### src/design/lfk_pkg.sv
`timescale 1ns / 1ps

package lfk_pkg;

    // Register map
    localparam int ADDR_W = 4;
    localparam logic [1:0] REG_LATERAL_OFFSET = 2'd0;
    localparam logic [1:0] REG_HIP_DROP       = 2'd1;
    localparam logic [1:0] REG_UPPER_LENGTH   = 2'd2;
    localparam logic [1:0] REG_LOWER_LENGTH   = 2'd3;

    localparam logic [15:0] RST_LATERAL_OFFSET = 16'd3604;
    localparam logic [15:0] RST_HIP_DROP       = 16'd3932;
    localparam logic [15:0] RST_UPPER_LENGTH   = 16'd13107;
    localparam logic [15:0] RST_LOWER_LENGTH   = 16'd13107;

    // CORDIC gain in Q30
    localparam longint GAIN_Q30 = 64'sd652032874;

    // Square root unit
    localparam int SUM_W    = 42;
    localparam int SQ_W     = 43;
    localparam int SQ_STEPS = 21;
    localparam int SQ_LAT   = SQ_STEPS + 2;
    localparam logic [19:0] DIST_MAX = 20'hFFFFF;

    typedef struct packed {
        logic [15:0]        angle_hip_yaw;
        logic [15:0]        angle_hip_roll;
        logic [15:0]        angle_hip_pitch;
        logic [15:0]        angle_knee;
        logic [15:0]        angle_ankle;
        logic signed [19:0] target_x;
        logic signed [19:0] target_y;
        logic signed [19:0] target_z;
    } t_in_item;

    typedef struct packed {
        logic signed [19:0] foot_x;
        logic signed [19:0] foot_y;
        logic signed [19:0] foot_z;
        logic [19:0]        distance;
    } t_out_item;

    // Arctangent table, 2^32 per turn
    function automatic logic [31:0] atan_turn(input int idx);
        logic [31:0] v;
        case (idx)
            0:  v = 32'h20000000;
            1:  v = 32'h12E4051D;
            2:  v = 32'h09FB385B;
            3:  v = 32'h051111D4;
            4:  v = 32'h028B0D43;
            5:  v = 32'h0145D7E1;
            6:  v = 32'h00A2F61E;
            7:  v = 32'h00517C55;
            8:  v = 32'h0028BE53;
            9:  v = 32'h00145F2E;
            10: v = 32'h000A2F98;
            11: v = 32'h000517CC;
            12: v = 32'h00028BE6;
            13: v = 32'h000145F3;
            14: v = 32'h0000A2F9;
            15: v = 32'h0000517C;
            16: v = 32'h000028BE;
            17: v = 32'h0000145F;
            18: v = 32'h00000A2F;
            19: v = 32'h00000517;
            20: v = 32'h0000028B;
            21: v = 32'h00000145;
            22: v = 32'h000000A2;
            23: v = 32'h00000051;
            default: v = 32'h0;
        endcase
        return v;
    endfunction

endpackage

### src/design/lfk_isqrt.sv
`timescale 1ns / 1ps

module lfk_isqrt (
    input  logic                       i_clk,
    input  logic                       i_en,
    input  logic [lfk_pkg::SUM_W-1:0]  i_sum,
    output logic [19:0]                o_root
);

    localparam int W = lfk_pkg::SQ_W;
    localparam int N = lfk_pkg::SQ_STEPS;

    logic [W-1:0] r_rem  [0:N];
    logic [W-1:0] r_root [0:N];

    always_ff @(posedge i_clk) begin
        if (i_en) begin
            r_rem[0]  <= W'(i_sum);
            r_root[0] <= '0;
        end
    end

    // One result bit per stage
    for (genvar i = 0; i < N; i++) begin : g_step
        localparam logic [W-1:0] BIT = W'(1) << (2 * (N - 1 - i));
        logic [W-1:0] trial;
        assign trial = r_root[i] + BIT;
        always_ff @(posedge i_clk) begin
            if (i_en) begin
                if (r_rem[i] >= trial) begin
                    r_rem[i+1]  <= r_rem[i] - trial;
                    r_root[i+1] <= (r_root[i] >> 1) + BIT;
                end else begin
                    r_rem[i+1]  <= r_rem[i];
                    r_root[i+1] <= r_root[i] >> 1;
                end
            end
        end
    end

    // Round to nearest, then clamp
    logic [W-1:0] rounded;
    assign rounded = (r_rem[N] > r_root[N]) ? r_root[N] + W'(1) : r_root[N];

    always_ff @(posedge i_clk) begin
        if (i_en) begin
            o_root <= (rounded > W'(lfk_pkg::DIST_MAX)) ? lfk_pkg::DIST_MAX : rounded[19:0];
        end
    end

endmodule

### config.mk
export PLATFORM = sky130hd
export DESIGN_NAME = lfk_isqrt
export DESIGN_NICKNAME = d
export VERILOG_FILES = /design/src/design/lfk_pkg.sv /design/src/design/lfk_isqrt.sv
export SDC_FILE = /design/constraint.sdc
export NUM_CORES = 2
export LEC_CHECK = 0
export ABC_AREA = 1
export BUFFER_PORTS_ARGS = -buffer_cell sky130_fd_sc_hd__buf_4
export CAP_MARGIN = 10
export CORE_UTILIZATION = 25
export CTS_BUF_LIST = sky130_fd_sc_hd__clkbuf_8 sky130_fd_sc_hd__clkbuf_16
export DETAILED_ROUTE_END_ITERATION = 6
export PLACE_DENSITY = 0.42
export SLEW_MARGIN = 20
export SYNTH_ARGS = -nofsm -noshare
export SYNTH_HDL_FRONTEND = slang
export SYNTH_SLANG_ARGS = --single-unit
### constraint.sdc
create_clock -name i_clk -period 8.6 [get_ports i_clk]
set_input_delay 0.86 -clock i_clk [delete_from_list [all_inputs] [get_ports i_clk]]
set_output_delay 0.86 -clock i_clk [all_outputs]
set_load 0.005 [all_outputs]
* After elaboration in Yosys (flattened, before gate mapping)
Memories as Yosys holds them, arrays and structs flattened.
Cells that the tools add are included.
** Storage, ports and cells
- Logic and storage cells :: 303
- Bits in latches :: 0
- Memory bits (writable) :: 1892
- Bits in registers :: 20
- Memories kept :: 2
- Memory bits (read-only) :: 0
- Input bits :: 44
** Cells by class
- $mul :: 0
- Bitwise logic cells :: 42
- Multiplexer cells :: 171
- Add/subtract/negate cells :: 64
- Equality and inequality tests :: 0
- Order comparisons :: 23
- Reduce and logical (&&, ||, !) cells :: 0
- Divide/modulo/power cells :: 0
- Shift-type cells :: 0
** Memory list
- r_rem :: words 22, width 43, rd ports 22, clocked after Yosys merged registers in 0, wr ports 22, RTL line lfk_isqrt.sv:13 : logic [W-1:0] r_rem [0:N];
- r_root :: words 22, width 43, rd ports 22, clocked after Yosys merged registers in 0, wr ports 22, RTL line lfk_isqrt.sv:14 : logic [W-1:0] r_root [0:N];
** Operator list (count)
- 43-bit two-way mux :: 43
- 43-bit greater-or-equal comparator :: 21
- 43-bit subtractor :: 21
- 1-bit two-way mux :: 128
- 43-bit by 1-bit adder with 43-bit output, second input constant :: 2
- 42-bit by 1-bit adder with 43-bit output, second input constant :: 1
- 42-bit by 11-bit adder with 43-bit output, second input constant :: 1
- 42-bit by 13-bit adder with 43-bit output, second input constant :: 1
- 42-bit by 15-bit adder with 43-bit output, second input constant :: 1
- 42-bit by 17-bit adder with 43-bit output, second input constant :: 1
- 42-bit by 19-bit adder with 43-bit output, second input constant :: 1
- 42-bit by 21-bit adder with 43-bit output, second input constant :: 1
- 42-bit by 23-bit adder with 43-bit output, second input constant :: 1
- 42-bit by 25-bit adder with 43-bit output, second input constant :: 1
- 42-bit by 27-bit adder with 43-bit output, second input constant :: 1
- 42-bit by 29-bit adder with 43-bit output, second input constant :: 1
- 42-bit by 3-bit adder with 43-bit output, second input constant :: 1
- 42-bit by 31-bit adder with 43-bit output, second input constant :: 1
- 42-bit by 33-bit adder with 43-bit output, second input constant :: 1
- 42-bit by 35-bit adder with 43-bit output, second input constant :: 1
- 42-bit by 37-bit adder with 43-bit output, second input constant :: 1
- 42-bit by 39-bit adder with 43-bit output, second input constant :: 1
- 42-bit by 41-bit adder with 43-bit output, second input constant :: 1
- 42-bit by 5-bit adder with 43-bit output, second input constant :: 1
- 25 further kinds :: 66

* Longest topological paths before layout
- Word-level depth :: 6
- Depth in mapped cells :: 17

* Worst setup path before layout
Ideal clock, no wire load.
- Kind :: input -> register
- Start :: input port i_en
- End :: memory r_rem[5][0] (netlist name) (enable)
- Stages :: 4
- Library setup time :: 443 ps
- Data required time :: 8157 ps
- Buffers on the path :: 4
- Setup slack :: 5028 ps
- Arrival time :: 3129 ps
- Path through :: buf_4 -> buf_6 -> clkbuf_1 -> clkbuf_1
** RTL lines
- start: declaration :: RTL line lfk_isqrt.sv:5 : input logic i_en,
- end: declaration :: RTL line lfk_isqrt.sv:13

==> qor.yml <==
logic_synthesis:
  synth_seq_area_share: 0.521
  synth_top_cell_by_area: "edfxtp_1"
  synth_area_leaders: "edfxtp_1, nand2_1, inv_1"
  synth.yosys.warnings: 0
  synth-xor-area-share: 0.0364
  post_synth_inst_count: 7808
  synth_top_family_by_area: "simple AND/OR/NAND/NOR gates"
  muxShareOfSynthArea: 0
  synth_cell_types: 64
  synth_compound_area_frac: 0.0623
  synth_area_um2: 68900
  synth-main-ff-cell: "edfxtp_1"
  yosys.area_share.simple: 0.255
  synth-edff-count: 1196
  async_flop_share: 0
  synthAdderAreaFrac: 0.0498
  syn_nets: 8126
  synth_common_cells: "nand2_1, edfxtp_1, inv_1"
  synth.most_common_cell: "nand2_1"
  avgSynthCellArea_um2: 8.82
  synth_top_area_share: 0.521
  synth_seq_cells: 1196
cts:
  cts_made_buffers: 151
  clk-insertion-delay-late_ns: 0.84
  cts_resized: 0
  cts_sinks: 1196
  cts_max_path_buffers: 4
  cts_tree: "built"
  h-tree-depth: 4
  cts-root-buf: "clkbuf_16"
  hold_buffers: 0
  cts_setup_buffers: 0
  clk_pin_slew_ns: 0.06
grt:
  grt_max_degree: 132
  gr-total-overflow: 0
  grt_first_pass_wirelength_um: 334000
  grt_util_all_layers: 0.158
  antenna_found_initial: 2
  grt_pass1_vias: 52800
placement:
  preCtsSetupSlack_ns: 4.53
  dpl.hpwl_um: 182000
  port_buffers: 63
  gp_congestion: 0.923
  placed_area_um2: 73400
drt:
  dr_total_vias: 52400
  dr.pass1.iters: 6
  via_per_inst: 4.50
  wl_per_cell_um: 19.2
  wl_um: 223000
  drcViolationCount: 0
  first_iter_violations: 3561
  drtAntennaViolNets: 0
critical_path:
  reg2reg_depth: 10
  cp-start-kind: "flip-flop"
  crit_required_ns: 9.14
  end_kind: "flip-flop"
  crit_start: "r_root[2][24]"
  cp_max_fo: 15
  arrival_ns: 3.85
  timing.rr.start: "r_root[2][24]"
  path_class: "reg -> reg"
power_and_ir_drop:
  leakagePower_nw: 32.6
  cellPowerDensity_nw_per_um2: 227
  irDropWorstVdd_mv: 0.153
  finalPower_mw: 17.7
sta:
  tns_ns: 0
  setup_violations: 0
  drv_slew: 0
  clock_skew_ns: 0.0897
  max_freq_ghz: 0.302
  slew_headroom: 0.280
  layout_setup_ws_ns: 5.28
  post-route-period-util: 0.386
  finalCriticalPeriod_ns: 3.32
  tightest_slew_ns: 1.08
  hold_viol_final: 0
  rsz0062_at_grt: "no"
hold_path:
  hold_depth: 1
  min_path_type: "in -> reg"
  hold_start: "i_sum[14]"
floorplanning:
  die-area_um2: 278000
  die_h_um: 527
  rows: 192
  die_w_um: 527
  pin_count: 64
  initial_core_util: 0.252
  core-area_um2: 274000
final_layout:
  fin_area_um2: 78100
  drive_gt1_frac: 0.0750
  num-nets-final: 8280
  syn_to_final_growth_pct: 13.3
run_status:
  outcome: "finished, final reports clean"
run:
  maxCapViolCount: 0
[report_power, final]
part	internal [mW]	switching (mW)	leakage (nW)
registers	7.24	0.658	11.5
logic	1.21	2.56	18.8
clock network	3.55	2.49	2.37
total	12.0	5.70	32.6
[layout by cell type, fill, tap and decap left out, types with 9 or more instances in the layout]
cell       synthesis  final
bufinv_16          0     10
nand4_1          186    186
ha_1             274    274
nor3_2            11     11
o21a_1             9      9
a21oi_1          295    295
nor2_1           826    825
o21ai_1           95     95
o21ai_2           64     64
o21ai_0          199    199
nand3_1          410    410
nor4_1            97     97
xor2_1           142    142
a21o_1            17     17
nand3b_1          66     66
nand3_2           21     21
edfxtp_1        1196   1196
clkinv_2           0     25
buf_4             22     80
nor2_2            48     49
inv_1           1179   1205
a21oi_2           16     16
inv_2             31     31
nand2_1         2048   2048
xnor2_1          144    144
o21bai_1          17     17
and3_1            12     12
clkinv_1           3     25
nor3_1           142    142
nor2_4            14     14
nand2_2           62     62
clkbuf_16          0    155
and2_1            10     10
or2_2             26     26
[routing by layer]
metal	track usage	share of wire	vias up
li1	-	-	26300
met1	0.197	0.44	24800
met2	0.285	0.50	1050
met3	0.0171	0.033	294
met4	0.0449	0.028	0
met5	0	0	-
[worst paths after layout]
path                            slack (ns)            to
worst min-delay path                  0.18  r_rem[0][14]
worst max register to register        5.28  r_rem[4][79]
worst min register to register        0.40  r_rem[0][67]
worst max-delay path                  5.28  r_rem[4][79]
[area by class of cell]
class | instances | area (µm²)
diodes | 1 | 2.50
clock buffers | 155 | 3880
clock inverters | 98 | 757
fillers | 29300 | 196000
inverters | 1217 | 4580
multi-input cells | 5313 | 27800
flip-flops and latches | 1196 | 35900
well taps | 3589 | 4490
repair buffers | 83 | 661
[state kept, by name, indices dropped and copies added, names as in the netlist]
register and flops:
o_root 20, r_rem 945, r_root 231
[worst max-delay path: stages (launching register included)]
cell and delay [ns]:
edfxtp_1 0.51, inv_1 0.10, ha_1 0.39, a21oi_1 0.27, o21ai_0 0.31, a21oi_2 0.26, nand2_1 0.08, nor3_1 0.50
nand3_2 0.41, nand2_1 0.18, inv_1 0.05
[kinds of logic (layout without fill, tap and decap cells)]
kind of cell             Yosys count  after routing
AND/OR/NAND/NOR                 4003           4003
buffers and inverters           1299           1553
flip-flops                      1196           1196
AO/OA/AOI/OAI                    750            750
XOR/XNOR                         286            286
adder cells (fa/ha/maj)          274            274
other                              0              1
[metrics by stage]
stage | util | instances | hold WS (ns)
4_1_cts | 0.285 | 11700 | 0.106
3_3_place_gp | 0.268 | 11400 | 0.401
2_1_floorplan | - | 7808 | 0.400
5_1_grt | 0.285 | 11700 | 0.130
6_report | 0.285 | 11700 | 0.183
3_5_place_dp | 0.268 | 11400 | 0.405
Note: power is estimated with default switching activity, not from simulation.
