$ cat src/design/lfk_pkg.sv
`timescale 1ns / 1ps

package lfk_pkg;

    // Register map
    localparam int ADDR_W = 4;
    localparam logic [1:0] REG_LATERAL_OFFSET = 2'd0;
    localparam logic [1:0] REG_HIP_DROP       = 2'd1;
    localparam logic [1:0] REG_UPPER_LENGTH   = 2'd2;
    localparam logic [1:0] REG_LOWER_LENGTH   = 2'd3;

    localparam logic [15:0] RST_LATERAL_OFFSET = 16'd3604;
    localparam logic [15:0] RST_HIP_DROP       = 16'd3932;
    localparam logic [15:0] RST_UPPER_LENGTH   = 16'd13107;
    localparam logic [15:0] RST_LOWER_LENGTH   = 16'd13107;

    // CORDIC gain in Q30
    localparam longint GAIN_Q30 = 64'sd652032874;

    // Square root unit
    localparam int SUM_W    = 42;
    localparam int SQ_W     = 43;
    localparam int SQ_STEPS = 21;
    localparam int SQ_LAT   = SQ_STEPS + 2;
    localparam logic [19:0] DIST_MAX = 20'hFFFFF;

    typedef struct packed {
        logic [15:0]        angle_hip_yaw;
        logic [15:0]        angle_hip_roll;
        logic [15:0]        angle_hip_pitch;
        logic [15:0]        angle_knee;
        logic [15:0]        angle_ankle;
        logic signed [19:0] target_x;
        logic signed [19:0] target_y;
        logic signed [19:0] target_z;
    } t_in_item;

    typedef struct packed {
        logic signed [19:0] foot_x;
        logic signed [19:0] foot_y;
        logic signed [19:0] foot_z;
        logic [19:0]        distance;
    } t_out_item;

    // Arctangent table, 2^32 per turn
    function automatic logic [31:0] atan_turn(input int idx);
        logic [31:0] v;
        case (idx)
            0:  v = 32'h20000000;
            1:  v = 32'h12E4051D;
            2:  v = 32'h09FB385B;
            3:  v = 32'h051111D4;
            4:  v = 32'h028B0D43;
            5:  v = 32'h0145D7E1;
            6:  v = 32'h00A2F61E;
            7:  v = 32'h00517C55;
            8:  v = 32'h0028BE53;
            9:  v = 32'h00145F2E;
            10: v = 32'h000A2F98;
            11: v = 32'h000517CC;
            12: v = 32'h00028BE6;
            13: v = 32'h000145F3;
            14: v = 32'h0000A2F9;
            15: v = 32'h0000517C;
            16: v = 32'h000028BE;
            17: v = 32'h0000145F;
            18: v = 32'h00000A2F;
            19: v = 32'h00000517;
            20: v = 32'h0000028B;
            21: v = 32'h00000145;
            22: v = 32'h000000A2;
            23: v = 32'h00000051;
            default: v = 32'h0;
        endcase
        return v;
    endfunction

endpackage

$ cat src/design/lfk_cordic.sv
`timescale 1ns / 1ps

module lfk_cordic #(
    parameter int F      = 15,
    parameter int STAGES = 16
) (
    input  logic                i_clk,
    input  logic                i_en,
    input  logic [15:0]         i_angle,
    output logic signed [F+2:0] o_cos,
    output logic signed [F+2:0] o_sin
);

    localparam int TW = F + 3;
    localparam int ZW = 34;
    localparam longint K_VAL =
        (lfk_pkg::GAIN_Q30 + (64'sd1 <<< (29 - F))) >>> (30 - F);

    logic signed [TW-1:0] r_x [0:STAGES];
    logic signed [TW-1:0] r_y [0:STAGES];
    logic signed [ZW-1:0] r_z [0:STAGES];
    logic                 r_neg [0:STAGES];

    logic signed [15:0] ang_in;
    logic signed [16:0] ang_res;
    logic               ang_neg;

    // Fold into the right half plane
    always_comb begin
        ang_in  = $signed(i_angle);
        ang_res = 17'(ang_in);
        ang_neg = 1'b0;
        if (ang_in > 16'sd16384) begin
            ang_res = 17'(ang_in) - 17'sd32768;
            ang_neg = 1'b1;
        end else if (ang_in < -16'sd16384) begin
            ang_res = 17'(ang_in) + 17'sd32768;
            ang_neg = 1'b1;
        end
    end

    always_ff @(posedge i_clk) begin
        if (i_en) begin
            r_x[0]   <= TW'(K_VAL);
            r_y[0]   <= '0;
            r_z[0]   <= {ang_res[16], ang_res, 16'd0};
            r_neg[0] <= ang_neg;
        end
    end

    for (genvar i = 0; i < STAGES; i++) begin : g_stage
        localparam logic signed [ZW-1:0] ATAN_I = ZW'(lfk_pkg::atan_turn(i));
        always_ff @(posedge i_clk) begin
            if (i_en) begin
                if (!r_z[i][ZW-1]) begin
                    r_x[i+1] <= r_x[i] - (r_y[i] >>> i);
                    r_y[i+1] <= r_y[i] + (r_x[i] >>> i);
                    r_z[i+1] <= r_z[i] - ATAN_I;
                end else begin
                    r_x[i+1] <= r_x[i] + (r_y[i] >>> i);
                    r_y[i+1] <= r_y[i] - (r_x[i] >>> i);
                    r_z[i+1] <= r_z[i] + ATAN_I;
                end
                r_neg[i+1] <= r_neg[i];
            end
        end
    end

    always_ff @(posedge i_clk) begin
        if (i_en) begin
            o_cos <= r_neg[STAGES] ? -r_x[STAGES] : r_x[STAGES];
            o_sin <= r_neg[STAGES] ? -r_y[STAGES] : r_y[STAGES];
        end
    end

endmodule

$ cat config.mk
export PLATFORM = sky130hd
export DESIGN_NAME = lfk_cordic
export DESIGN_NICKNAME = d
export VERILOG_FILES = /design/src/design/lfk_pkg.sv /design/src/design/lfk_cordic.sv
export SDC_FILE = /design/constraint.sdc
export NUM_CORES = 2
export LEC_CHECK = 0
export CORE_ASPECT_RATIO = 2
export CORE_UTILIZATION = 70
export CTS_BUF_LIST = sky130_fd_sc_hd__clkbuf_8
export DETAILED_ROUTE_END_ITERATION = 8
export DONT_BUFFER_PORTS = 1
export PLACE_DENSITY = 0.95
export SLEW_MARGIN = 25
export SYNTH_ARGS = -nofsm -noshare
export SYNTH_HDL_FRONTEND = slang
export SYNTH_SLANG_ARGS = --single-unit
$ cat constraint.sdc
create_clock -name i_clk -period 12.07 [get_ports i_clk]
set_clock_uncertainty 0.1 [all_clocks]
set_input_delay 1.8105 -clock i_clk [delete_from_list [all_inputs] [get_ports i_clk]]
set_output_delay 1.8105 -clock i_clk [all_outputs]
set_load 0.005 [all_outputs]
Yosys cells after proc, flatten, opt, wreduce, memory -nomap -nowiden
Memory sizes are Yosys's and may differ from the RTL's.
Cells that the tools add are included.
{"block": "classes", "n_addsub": 99, "order_cmp": 2, "muxes": 152, "n_bitwise": 48}
{"cell": "$mux 18", "count": 34}
{"cell": "$mux 34", "count": 16}
{"cell": "$mux 1", "count": 100}
{"cell": "$or 1x1->1", "count": 48}
{"cell": "$add 18x10->18", "count": 2}
{"cell": "$add 18x11->18", "count": 2}
{"cell": "$add 18x12->18", "count": 2}
{"cell": "$add 18x13->18", "count": 2}
{"cell": "$add 18x14->18", "count": 2}
{"cell": "$add 18x15->18", "count": 2}
{"cell": "$add 18x16->18", "count": 2}
{"cell": "$add 18x17->18", "count": 2}
{"cell": "$add 18x3->18", "count": 2}
{"cell": "$add 18x4->18", "count": 2}
{"cell": "$add 18x5->18", "count": 2}
{"cell": "$add 18x6->18", "count": 2}
{"cell": "$add 18x7->18", "count": 2}
{"cell": "$add 18x8->18", "count": 2}
{"cell": "$add 18x9->18", "count": 2}
{"cell": "$neg 18->18", "count": 2}
{"cell": "$sub 18x10->18", "count": 2}
{"cell": "$sub 18x11->18", "count": 2}
{"cell": "$sub 18x12->18", "count": 2}
{"cell": "$sub 18x13->18", "count": 2}
{"cell": "other kinds (50)", "count": 63}
{"block": "word_totals", "ff_bits": 36, "ramBits": 1207, "inputBits": 18, "mem_count": 4}
{"name": "r_z", "words": 17, "width": 34, "rd": 16, "rd_clocked_by_memory_dff": 0, "write_ports": 17, "line_no": "lfk_cordic.sv:21", "source": "logic signed [ZW-1:0] r_z [0:STAGES];"}
{"name": "r_x", "words": 17, "width": 18, "rd": 17, "rd_clocked_by_memory_dff": 0, "write_ports": 17, "line_no": "lfk_cordic.sv:19", "source": "logic signed [TW-1:0] r_x [0:STAGES];"}
{"name": "r_y", "words": 17, "width": 18, "rd": 17, "rd_clocked_by_memory_dff": 0, "write_ports": 17, "line_no": "lfk_cordic.sv:20", "source": "logic signed [TW-1:0] r_y [0:STAGES];"}
{"name": "r_neg", "words": 17, "width": 1, "rd": 17, "rd_clocked_by_memory_dff": 0, "write_ports": 17, "line_no": "lfk_cordic.sv:22", "source": "logic r_neg [0:STAGES];"}

Longest topological paths before layout
{"block": "logic_depth", "ltp_word": 4, "mapped_depth": 20}

Worst setup path before layout
OpenSTA, ideal clock, no wires.
{"block": "synth_path", "path_kind": "input to register", "start": "in i_en", "end": "mem r_z[6][30], data pin", "setup_ns": 0.266, "arrival_time_ns": 6.352, "t_required_ns": 11.704, "setup_slack_ns": 5.352, "cell_stages": 17, "n_path_buf": 3, "cell_sequence": "clkbuf_1 > nand2_1 > inv_1 > clkbuf_1 > buf_1 > ha_1 > a21o_1 > or3_1 > o211ai_1 > nor4b_1 > a2111o_1 > nor3_1 > o41ai_1 > and2_1 > a2111oi_0 > nor3_1 > xor2_1"}
{"element": "from (decl)", "line_no": "lfk_cordic.sv:8", "source": "input logic i_en,"}
{"element": "to (decl)", "line_no": "lfk_cordic.sv:21"}

==> metrics <==
initial core utilization=a little over two thirds; post-detailed-routing wire length=between 150000 and 200000 um; Post-CTS Resized=0; DRT met1 WL=between 50000 and 60000 um; # IOs=54; Worst Path Arrival=8.53 ns; Reg-to-Reg End=r_z[4][30]; post-route clock period utilization=66.1%; post-synthesis cell type count=~80; r2r setup slk=between 6 and 7 ns; hold path startpoint=r_neg[0][14]; IO Port Bufs=0; Max Fclk=0.125 GHz; xor and xnor area share after synthesis=approximately 11%; CTS H-tree lvls=4; synth warn=0; Hold Vio Cnt, Final=0; Compound-Gate Fraction of Synth Area=approximately 17%; RR Startpoint=r_z[3][33]; most common cell after layout, fill and taps aside=edfxtp_1; hold_ws=between 0.3 and 0.4 ns; Netlist Area Pre-Place=77000 um2; clock-pin slew on the worst setup and hold paths=0.07 ns; Crit path required time=12.63 ns; first-pass GRT wire length=302000 um; post-route ant nets=0; # DRC=0; final HPWL from detailed placement=around 140000 um; Filler cells=between 6000 and 7000; Num CTS Buffers=153; Setup TNS=0 ns; post-synthesis mux area share=less than 1%; Clock Latency Late Sink=approximately 0.92 ns; async set-reset flop share out of synthesis=0%; setup bufs post-CTS=0; initial drt markers=roughly 3700; Area Overhead vs Synth=6.15%; Hold Crit Depth=0; CTS sink cnt=1036; Seq/Total Area, Yosys=40.4%; post-synthesis register bit count=1036; adder-cell share of the synthesized area=between 10% and 20%; Die Width=roughly 240 um; Vias=about 60000; routability congestion estimate=1.02; worst reg2reg path depth=15; status=finished, final reports clean; largest family of logic cells by synthesized area=adder cells; wire length on met3=~8800 um; Synth Instances=around 7500; commonest cells after routing, fill and taps aside=edfxtp_1, ha_1, xnor2_1; top sig layer=met5; Post-synth EDFFs=about 1000; core area=about 110000 um2; crit-path max FO=between 150 and 200; Max Transition Viols Final=0; initial antenna violation count=4; all-layer global routing usage=around a third; CP Capture Type=flop; RSZ-0062 raised after global routing=no; Worst Hold End=r_neg[0][15]; number of global-route vias before repair=~63000; syn_area_per_cell=between 10 and 15 um2; Die Y=about 470 um; TritonRoute pass-1 iters=6; row cnt=171; DR WL met2=between 100000 and 150000 um; Hold Path Class=reg2reg; Worst Tran Pin Value=~1.1 ns; post-route minimum period=~8 ns; Clock Tree Buf Depth=3; slew margin rel.=roughly a quarter; clock root cell=clkbuf_8; WL per Instance=21.1 um; Post-CTS Hold Fix Bufs=0; top_reg_cell synth=edfxtp_1; max-cap violation count=0; die area=approximately 110000 um2; Post-Synth Simple-Gate Area=about an eighth; Post-layout nets=approximately 8600; Vias/cell=6.58; startpoint types=primary input; final setup violation count=0; layout cells sized above 1=approximately 4%; largest net degree at the start of global routing=240; grt total ovfl=0; Mapped Nets=about 8500; critical path type=in2reg; CTS tree=built
-- layout make-up --
type / instances / area (um2) / area share [%]
diodes: 3 / 7.51 / 0.00918
repair buffers: 31 / 400 / 0.490
flip-flops and latches: 1036 / 31100 / 38.1
clock inverters: 124 / 788 / 0.964
well taps: 1384 / 1730 / 2.12
inverters: 365 / 1370 / 1.68
multi-input cells: 6011 / 44200 / 54.1
clock buffers: 154 / 2120 / 2.59
-- through the flow --
stage               setup WS, ns  util, %  cell area, um2  cells
floorplan                   5.35        -           77000   7498
global placement            3.49     72.3           78700   8822
finish                      4.10     75.1           81800   9108
CTS                         4.55     75.0           81700   9102
global route                4.14     75.1           81700   9106
detailed placement          3.68     72.3           78800   8824
-- worst max-delay path by stage --
stage | from | endpoint | slack (ns) | cells past startpoint
floorplan | i_en | r_z[6][30] | 5.35 | 17
global placement | i_en | r_z[11][32] | 3.49 | 16
detailed placement | i_en | r_y[8][16] | 3.68 | 21
CTS | i_en | r_z[11][32] | 4.55 | 17
global route | i_en | r_z[11][32] | 4.14 | 17
finish | i_en | r_z[11][32] | 4.10 | 17
-- synthesized netlist by cell type (21+ instances only) --
master	n	area (um2)
xor2_1	255	2230
ha_1	970	12100
fa_1	45	901
nor2_1	632	2370
a211o_1	22	193
and2_1	28	175
o21bai_1	89	668
nand2b_1	116	726
inv_1	359	1350
nor3_1	196	981
or3_1	50	313
o31ai_1	58	435
nor2b_1	128	801
nand3_1	140	701
a21boi_0	27	203
a21oi_1	658	3290
o21ai_0	368	1840
o21a_1	138	1040
a31oi_1	47	294
o211ai_1	21	158
clkbuf_1	70	263
nand4_1	28	175
nand2_1	455	1710
a211oi_1	67	503
xnor2_1	747	6540
mux2i_1	39	390
edfxtp_1	1036	31100
o41ai_1	27	236
a21o_1	290	2180
or2_2	30	188
nor4_1	31	194
and3_1	49	307
-- logic make-up (layout without fill, tap and decap cells) --
logic type	count (synthesis)	count (layout)
other cells	1	4
simple gates	1947	1947
flops	1036	1036
buf+inv	451	674
compound gates	1997	1997
fa+ha+maj	1015	1015
xor+xnor	1003	1003
mux	48	48
-- layer usage --
layer	track usage [%]	vias to the layer above
li1	-	27900
met1	25.2	28300
met2	67.6	2349
met3	7.14	1337
met4	35.7	2
met5	0	-
-- flip-flops by register name, indices dropped and copies added, names as in the netlist --
register	flops
r_y	271
o_sin	18
r_neg	17
r_x	261
r_z	451
o_cos	18
-- critical path, cell delays in order --
cell	delay, ns
buf_16	0.34
buf_16	0.42
buf_16	0.38
nand2_1	0.57
clkinv_1	0.83
ha_1	0.65
a21o_1	0.19
a21o_1	0.17
a21oi_1	0.20
o21ai_0	0.22
and2_1	0.25
a311oi_1	0.60
o21ai_0	0.34
a41oi_1	0.43
a31oi_1	0.22
a311oi_1	0.36
xnor2_1	0.11
Power is left out: the tool's default activity adds up to more than one toggle a clock period on the data nets, which glitch-free logic cannot reach.
